===== config.mk =====
export PLATFORM = sky130hd
export DESIGN_NAME = magnetic_angle_sensor_reader
export DESIGN_NICKNAME = d
export VERILOG_FILES = /design/src/rtl/core/masr_pkg.sv /design/src/rtl/core/masr_step.sv /design/src/rtl/core/magnetic_angle_sensor_reader.sv
export SDC_FILE = /design/constraint.sdc
export NUM_CORES = 1
export LEC_CHECK = 0
export ABC_AREA = 1
export BUFFER_PORTS_ARGS = -buffer_cell sky130_fd_sc_hd__buf_2
export CAP_MARGIN = 20
export CORE_ASPECT_RATIO = 1.4
export CORE_UTILIZATION = 50
export CTS_CLUSTER_DIAMETER = 50
export CTS_CLUSTER_SIZE = 16
export DETAILED_ROUTE_END_ITERATION = 10
export MAX_ROUTING_LAYER = met4
export PLACE_DENSITY = 0.75
export RECOVER_POWER = 25
export SKIP_LAST_GASP = 1
export SLEW_MARGIN = 0
export SYNTH_ARGS = -nofsm -noshare
export SYNTH_HDL_FRONTEND = slang
export SYNTH_SLANG_ARGS = --single-unit

===== constraint.sdc =====
create_clock -name clk -period 9.4 [get_ports clk]
set_input_delay 1.88 -clock clk [delete_from_list [all_inputs] [get_ports clk]]
set_output_delay 1.88 -clock clk [all_outputs]
set_load 0.01 [all_outputs]

===== src/rtl/core/masr_pkg.sv =====
`timescale 1ns / 1ps

package masr_pkg;

  // Event codes carried by the request type field.
  typedef enum logic [1:0] {
    REQ_START    = 2'd0,
    REQ_POLL     = 2'd1,
    REQ_SPI_DONE = 2'd2,
    REQ_I2C_DONE = 2'd3
  } req_t;

  // Result kinds.
  typedef enum logic [1:0] {
    KIND_SPI_XFER = 2'd0,
    KIND_I2C_READ = 2'd1,
    KIND_SAMPLE   = 2'd2,
    KIND_FAIL     = 2'd3
  } kind_t;

  // Error codes of a failed read.
  typedef enum logic [1:0] {
    ERR_NONE = 2'd0,
    ERR_BUS  = 2'd1,
    ERR_BUSY = 2'd2
  } err_t;

  // Configuration register indexes.
  localparam logic CFG_USE_SPI  = 1'b0;
  localparam logic CFG_I2C_ADDR = 1'b1;

  // Reset values of the configuration registers.
  localparam logic       USE_SPI_RESET  = 1'b1;
  localparam logic [7:0] I2C_ADDR_RESET = 8'h80;

  // Sensor register addresses.
  localparam logic [13:0] ADDR_AGC       = 14'h3ffd;
  localparam logic [13:0] ADDR_MAGNITUDE = 14'h3ffe;
  localparam logic [13:0] ADDR_ANGLE     = 14'h3fff;
  localparam logic [13:0] ADDR_NOP       = 14'h0000;
  localparam logic [7:0]  I2C_FIRST_REG  = 8'hfa;

  // Number of SPI transfers in one read.
  localparam logic [2:0] SPI_XFERS = 3'd4;

  // Sequencer state of one read.
  typedef struct packed {
    logic       active;
    logic [2:0] pos;
    logic       in_flight;
  } seq_state_t;

  // One result item.
  typedef struct packed {
    kind_t       kind;
    logic [15:0] spi_command;
    logic [7:0]  i2c_device;
    logic [7:0]  start_register;
    logic [31:0] sample_time_us;
    logic [7:0]  diagnostics;
    logic [7:0]  agc;
    logic [13:0] magnitude;
    logic [13:0] angle;
    err_t        fail_code;
  } result_t;

  // Read command: read bit set, even parity in the top bit.
  function automatic logic [15:0] spi_read_word(input logic [13:0] addr);
    logic [14:0] body;
    body = {1'b1, addr};
    return {^body, body};
  endfunction

  // Command issued at each position of the SPI sequence.
  function automatic logic [15:0] command_for(input logic [1:0] pos);
    logic [15:0] cmd;
    case (pos)
      2'd0:    cmd = spi_read_word(ADDR_AGC);
      2'd1:    cmd = spi_read_word(ADDR_MAGNITUDE);
      2'd2:    cmd = spi_read_word(ADDR_ANGLE);
      default: cmd = spi_read_word(ADDR_NOP);
    endcase
    return cmd;
  endfunction

endpackage


===== src/rtl/core/masr_step.sv =====
`timescale 1ns / 1ps

// Decodes one event against the current sequencer state and produces the
// next state, the response word writes and at most one result.
module masr_step (
  input  masr_pkg::seq_state_t st,
  input  logic                 use_spi,
  input  logic [7:0]           i2c_addr,
  input  logic [15:0]          word0,
  input  logic [15:0]          word1,
  input  logic [1:0]           req_type,
  input  logic [15:0]          rx_word,
  input  logic [47:0]          i2c_bytes,
  input  logic                 bus_failed,
  input  logic [31:0]          now_us,
  output masr_pkg::seq_state_t st_nxt,
  output logic                 word0_we,
  output logic                 word1_we,
  output logic                 res_valid,
  output masr_pkg::result_t    res
);

  always_comb begin
    st_nxt    = st;
    word0_we  = 1'b0;
    word1_we  = 1'b0;
    res_valid = 1'b0;
    res       = '0;

    case (masr_pkg::req_t'(req_type))
      masr_pkg::REQ_START: begin
        if (st.active) begin
          // A second start leaves the read in progress alone.
          res_valid     = 1'b1;
          res.kind      = masr_pkg::KIND_FAIL;
          res.fail_code = masr_pkg::ERR_BUSY;
        end else begin
          st_nxt.active    = 1'b1;
          st_nxt.pos       = '0;
          st_nxt.in_flight = 1'b0;
          if (!use_spi) begin
            res_valid          = 1'b1;
            res.kind           = masr_pkg::KIND_I2C_READ;
            res.i2c_device     = i2c_addr;
            res.start_register = masr_pkg::I2C_FIRST_REG;
          end
        end
      end

      masr_pkg::REQ_POLL: begin
        // Issue the next transfer when the bus is free and one is still due.
        if (st.active && use_spi && !st.in_flight && (st.pos < masr_pkg::SPI_XFERS)) begin
          res_valid        = 1'b1;
          res.kind         = masr_pkg::KIND_SPI_XFER;
          res.spi_command  = masr_pkg::command_for(st.pos[1:0]);
          st_nxt.pos       = st.pos + 3'd1;
          st_nxt.in_flight = 1'b1;
        end
      end

      masr_pkg::REQ_SPI_DONE: begin
        if (st.active && use_spi && st.in_flight) begin
          st_nxt.in_flight = 1'b0;
          if (bus_failed) begin
            st_nxt        = '0;
            res_valid     = 1'b1;
            res.kind      = masr_pkg::KIND_FAIL;
            res.fail_code = masr_pkg::ERR_BUS;
          end else if (st.pos == masr_pkg::SPI_XFERS) begin
            // The last response carries the angle and is used directly.
            st_nxt             = '0;
            res_valid          = 1'b1;
            res.kind           = masr_pkg::KIND_SAMPLE;
            res.sample_time_us = now_us;
            res.diagnostics    = {4'd0, word0[11:8]};
            res.agc            = word0[7:0];
            res.magnitude      = word1[13:0];
            res.angle          = rx_word[13:0];
          end else begin
            // Responses are delayed by one transfer: keep AGC and magnitude.
            word0_we = (st.pos == 3'd2);
            word1_we = (st.pos == 3'd3);
          end
        end
      end

      default: begin
        // I2C read completion.
        if (st.active && !use_spi) begin
          st_nxt    = '0;
          res_valid = 1'b1;
          if (bus_failed) begin
            res.kind      = masr_pkg::KIND_FAIL;
            res.fail_code = masr_pkg::ERR_BUS;
          end else begin
            res.kind           = masr_pkg::KIND_SAMPLE;
            res.sample_time_us = now_us;
            res.agc            = i2c_bytes[47:40];
            res.diagnostics    = i2c_bytes[39:32];
            res.magnitude      = {i2c_bytes[31:24], i2c_bytes[21:16]};
            res.angle          = {i2c_bytes[15:8], i2c_bytes[5:0]};
          end
        end
      end
    endcase
  end

endmodule


===== src/rtl/core/magnetic_angle_sensor_reader.sv =====
`timescale 1ns / 1ps

// Channel  | Direction | Handshake           | Payload
// ---------+-----------+---------------------+-------------------------------------
// in_      | input     | in_valid / in_stall | req_type, rx_word, i2c_bytes, ...
// out_     | output    | out_valid/out_stall | kind, spi_command, ..., fail_code
// cfg_     | input     | cfg_we              | cfg_index, cfg_wdata
//
// One event is decoded per cycle while in_stall is low; its result, if any, is
// registered and shown on the cycle after the transfer unless an earlier result
// is still held. The output register is backed by a one-entry skid stage;
// in_stall rises only when that skid stage holds a result. Reset (synchronous,
// active low) idles the sequencer, empties both stages and restores the
// configuration registers.
module magnetic_angle_sensor_reader (
  input  logic        clk,
  input  logic        rst_n,
  input  logic        cfg_we,
  input  logic        cfg_index,
  input  logic [7:0]  cfg_wdata,
  input  logic        in_valid,
  output logic        in_stall,
  input  logic [1:0]  in_req_type,
  input  logic [15:0] in_rx_word,
  input  logic [47:0] in_i2c_bytes,
  input  logic        in_bus_failed,
  input  logic [31:0] in_now_us,
  output logic        out_valid,
  input  logic        out_stall,
  output logic [1:0]  out_kind,
  output logic [15:0] out_spi_command,
  output logic [7:0]  out_i2c_device,
  output logic [7:0]  out_start_register,
  output logic [31:0] out_sample_time_us,
  output logic [7:0]  out_diagnostics,
  output logic [7:0]  out_agc,
  output logic [13:0] out_magnitude,
  output logic [13:0] out_angle,
  output logic [1:0]  out_fail_code
);

  logic                 use_spi_r;
  logic [7:0]           i2c_addr_r;
  masr_pkg::seq_state_t st_r;
  masr_pkg::seq_state_t st_nxt;
  logic [15:0]          word0_r;
  logic [15:0]          word1_r;
  logic                 word0_we;
  logic                 word1_we;
  logic                 res_valid;
  masr_pkg::result_t    res;
  logic                 in_xfer;
  logic                 new_res;
  logic                 out_free;
  logic                 out_valid_r;
  masr_pkg::result_t    out_r;
  logic                 skid_valid_r;
  masr_pkg::result_t    skid_r;

  assign in_xfer  = in_valid && !in_stall;
  assign new_res  = in_xfer && res_valid;
  assign out_free = !out_valid_r || !out_stall;

  masr_step u_step (
    .st         (st_r),
    .use_spi    (use_spi_r),
    .i2c_addr   (i2c_addr_r),
    .word0      (word0_r),
    .word1      (word1_r),
    .req_type   (in_req_type),
    .rx_word    (in_rx_word),
    .i2c_bytes  (in_i2c_bytes),
    .bus_failed (in_bus_failed),
    .now_us     (in_now_us),
    .st_nxt     (st_nxt),
    .word0_we   (word0_we),
    .word1_we   (word1_we),
    .res_valid  (res_valid),
    .res        (res)
  );

  // Configuration registers.
  always_ff @(posedge clk) begin
    if (!rst_n) begin
      use_spi_r  <= masr_pkg::USE_SPI_RESET;
      i2c_addr_r <= masr_pkg::I2C_ADDR_RESET;
    end else if (cfg_we) begin
      case (cfg_index)
        masr_pkg::CFG_USE_SPI:  use_spi_r  <= cfg_wdata[0];
        masr_pkg::CFG_I2C_ADDR: i2c_addr_r <= cfg_wdata;
        default:                use_spi_r  <= use_spi_r;
      endcase
    end
  end

  // Sequencer state advances on every input transfer.
  always_ff @(posedge clk) begin
    if (!rst_n) begin
      st_r <= '0;
    end else if (in_xfer) begin
      st_r <= st_nxt;
    end
  end

  // Kept SPI responses (AGC and magnitude words).
  always_ff @(posedge clk) begin
    if (in_xfer && word0_we) begin
      word0_r <= in_rx_word;
    end
    if (in_xfer && word1_we) begin
      word1_r <= in_rx_word;
    end
  end

  // Output register with a skid stage behind it.
  always_ff @(posedge clk) begin
    if (!rst_n) begin
      out_valid_r  <= 1'b0;
      skid_valid_r <= 1'b0;
    end else if (out_free) begin
      if (skid_valid_r) begin
        out_valid_r  <= 1'b1;
        skid_valid_r <= new_res;
      end else begin
        out_valid_r  <= new_res;
      end
    end else if (new_res) begin
      skid_valid_r <= 1'b1;
    end
  end

  always_ff @(posedge clk) begin
    if (out_free) begin
      if (skid_valid_r) begin
        out_r <= skid_r;
        if (new_res) begin
          skid_r <= res;
        end
      end else if (new_res) begin
        out_r <= res;
      end
    end else if (new_res) begin
      skid_r <= res;
    end
  end

  assign in_stall           = skid_valid_r;
  assign out_valid          = out_valid_r;
  assign out_kind           = out_r.kind;
  assign out_spi_command    = out_r.spi_command;
  assign out_i2c_device     = out_r.i2c_device;
  assign out_start_register = out_r.start_register;
  assign out_sample_time_us = out_r.sample_time_us;
  assign out_diagnostics    = out_r.diagnostics;
  assign out_agc            = out_r.agc;
  assign out_magnitude      = out_r.magnitude;
  assign out_angle          = out_r.angle;
  assign out_fail_code      = out_r.fail_code;

endmodule


==> metrics.txt <==
post-CTS sizing 0; GRT Total Usage 0.227; adder and majority cell fraction of the synthesized area 0.00645; Slew Viols, Final 227; Fin. Hold Viols 0; Comb power frac 0.045; R2R cell count 9; GR Overflow Total 0; post-CTS setup buffers 0; Seq cells post-synth 230; drt wl/cell 16.4 um; CP arrival 6.65 ns; Worst VDD drop 112 uV; setup TNS 0 ns; Post-layout nets 1193; I/O Pins 227; internal power 1.54 mW; Synth Area in Compound Gates 0.0681; Core ar. about 19000 um^2; cell row count slightly below 60; clock transition at the registers of the reported paths 0.07 ns; critical path startpoint in_stall; Synth Area in Simple Gates 0.168; initial antenna violation count 5; final wirelength roughly 22000 um; detailed placement HPWL 14200 um; worst-margin pin slew 3.03 ns; f_max 153 MHz; Area Overhead vs Synth 17.6%; final core utilization 0.606; # setup viols final 0; largest family of logic cells by synthesized area simple AND/OR/NAND/NOR gates; Max-slew headroom -1.02; number of max-cap violations 4; Finished Layout Cells 1333; Detail Route Antenna Nets 0; Startpoint Class flip-flop; clock share of power 0.375; switching pwr around 0.42 mW; Port Buffer Count 218; reg2reg start in_stall; sequential area share after synthesis 0.696; Ys Warns 0; Routability Congestion between 0.9 and 1; starting DRC count in detailed routing 627; Worst Path Max Fanout slightly below 70; switch share 0.213; vias in the first global route approximately 6700; Power Total 1.95 mW; fin crit period ~6.6 ns; worst endpoint required time 9.50 ns; mux cell area share after synthesis 0; CTS tree done; Max Clock Skew 0.0163 ns; largest net degree at the start of global routing 69; FF-to-FF End out_angle[8]; Distinct cells, synth 22; Post-Synth XOR/XNOR Area 0; failing checks max-capacitance violations, max-slew violations; Leak Pwr 4.69 nW; Clk Latency, worst-skew pair 0.49 ns; clock sinks 230; DIE WIDTH 120 um; initial core utilization 0.515; Hold Buf Count CTS 0; via count 6790; post-synthesis cell count 883; root buf cell clkbuf_16; most common cell after layout, fill and taps aside nand2_1; synthesized area 9690 um^2; commonest non-fill, non-tap cells in the layout nand2_1, edfxtp_1, buf_2; dpl cells 1297; TritonCTS buffer count 19; Avg Vias per Cell 5.09; Residual DRC 0; end point of the critical path out_angle[8]; period utilization 0.697; min-delay worst type flip-flop to flip-flop; clock buffer depth 3; outcome finished, violations left; RSZ-0062 raised after global routing false; die area 20000 um^2; total iterations of the first detailed-routing run 5; htree depth 1; Power Density 171 nW/um^2; setup slack, reg-to-reg 2.85 ns; first-pass GRT wire length 34500 um; die height between 150 and 200 um; share of layout cells above drive strength 1 0.236; CP endpoint kind flip-flop; Flop pwr share 0.579; Crit Path Class flip-flop to flip-flop; syn_area_per_cell 11.0 um^2
[worst max-delay path, cell delays in order, from the launching register on]
cell,delay (ns)
dfxtp_1,0.95
clkinv_1,0.16
clkbuf_1,2.17
nand2_1,0.57
nor2_1,0.28
nand2_1,0.16
nand2_1,0.11
inv_1,0.14
nor2_4,0.69
buf_4,0.86
[cell type report]
type	count	area [um^2]
well taps	244	305
fillers	1591	7420
diodes	5	12.5
clock inverters	4	42.5
flip-flops and latches	230	6750
multi-input cells	525	2390
clock buffers	26	502
inverters	71	267
repair buffers	228	1140
[synthesized netlist by cell type]
cell type	count	share of area
a21oi_1	13	0.0067
a31oi_1	1	0.00065
buf_2	8	0.0041
buf_4	25	0.019
clkbuf_1	25	0.0097
clkinv_1	1	0.00039
conb_1	1	0.00039
dfxtp_1	16	0.033
edfxtp_1	214	0.66
ha_1	5	0.0065
inv_1	69	0.027
inv_2	1	0.00039
nand2_1	325	0.13
nand3_1	45	0.023
nor2_1	40	0.015
nor2_2	1	0.00065
nor2_4	1	0.0012
nor3_1	4	0.0021
o211ai_1	1	0.00077
o21ai_0	42	0.022
o21ai_1	6	0.0031
o21ai_2	39	0.035
[registers in the layout, summed over array words and instances, names as in the netlist, 2 cells and up]
register and cells:
i2c_addr_r 8, out_agc 8, out_angle 14, out_diagnostics 8, out_fail_code 2, out_i2c_device 8, out_kind 2, out_magnitude 14
out_sample_time_us 32, out_spi_command 5, skid_r 94, st_r 5, word0_r 12, word1_r 14
[how the worst min path moves through the flow]
stage | start | end | depth (start not counted)
floorplan | i2c_addr_r[7] | i2c_addr_r[7] | 2
global placement | i2c_addr_r[6] | i2c_addr_r[6] | 2
detailed placement | i2c_addr_r[4] | i2c_addr_r[4] | 2
CTS | i2c_addr_r[4] | i2c_addr_r[4] | 2
global route | i2c_addr_r[7] | i2c_addr_r[7] | 2
finish | i2c_addr_r[0] | i2c_addr_r[0] | 2
[cells by family (layout without fill, tap and decap cells)]
logic type	Yosys count	count (layout)
DFF	230	230
buffers and inverters	129	329
AOI/OAI and AO/OA	102	102
and+or+nand+nor	416	416
other	1	7
adders and majority gates	5	5
[power groups by stage]
stage / clock [mW] / sequential (mW) / combinational, mW
2_1_floorplan: 0 / 1.16 / 0.0383
3_3_place_gp: 0 / 1.15 / 0.0865
3_5_place_dp: 0 / 1.15 / 0.0883
4_1_cts: 0.746 / 1.13 / 0.0888
5_1_grt: 0.786 / 1.13 / 0.0980
6_report: 0.733 / 1.13 / 0.0883
[through the flow]
stage               area, um^2  setup WS (ns)  hold slack [ns]
floorplan                 9700           2.20            0.429
global placement         10900           4.28            0.438
detailed placement       10900           4.24            0.446
CTS                      11400           4.72            0.456
global route             11400           2.22            0.486
finish                   11400           2.85            0.458
[metal layers]
layer	global-route usage	up-vias	share of wire
li1	-	3304	-
met1	0.274	3182	0.40
met2	0.373	253	0.51
met3	0.0353	51	0.053
met4	0.107	0	0.041
met5	-	-	0
Note: power is estimated with default switching activity, not from simulation.
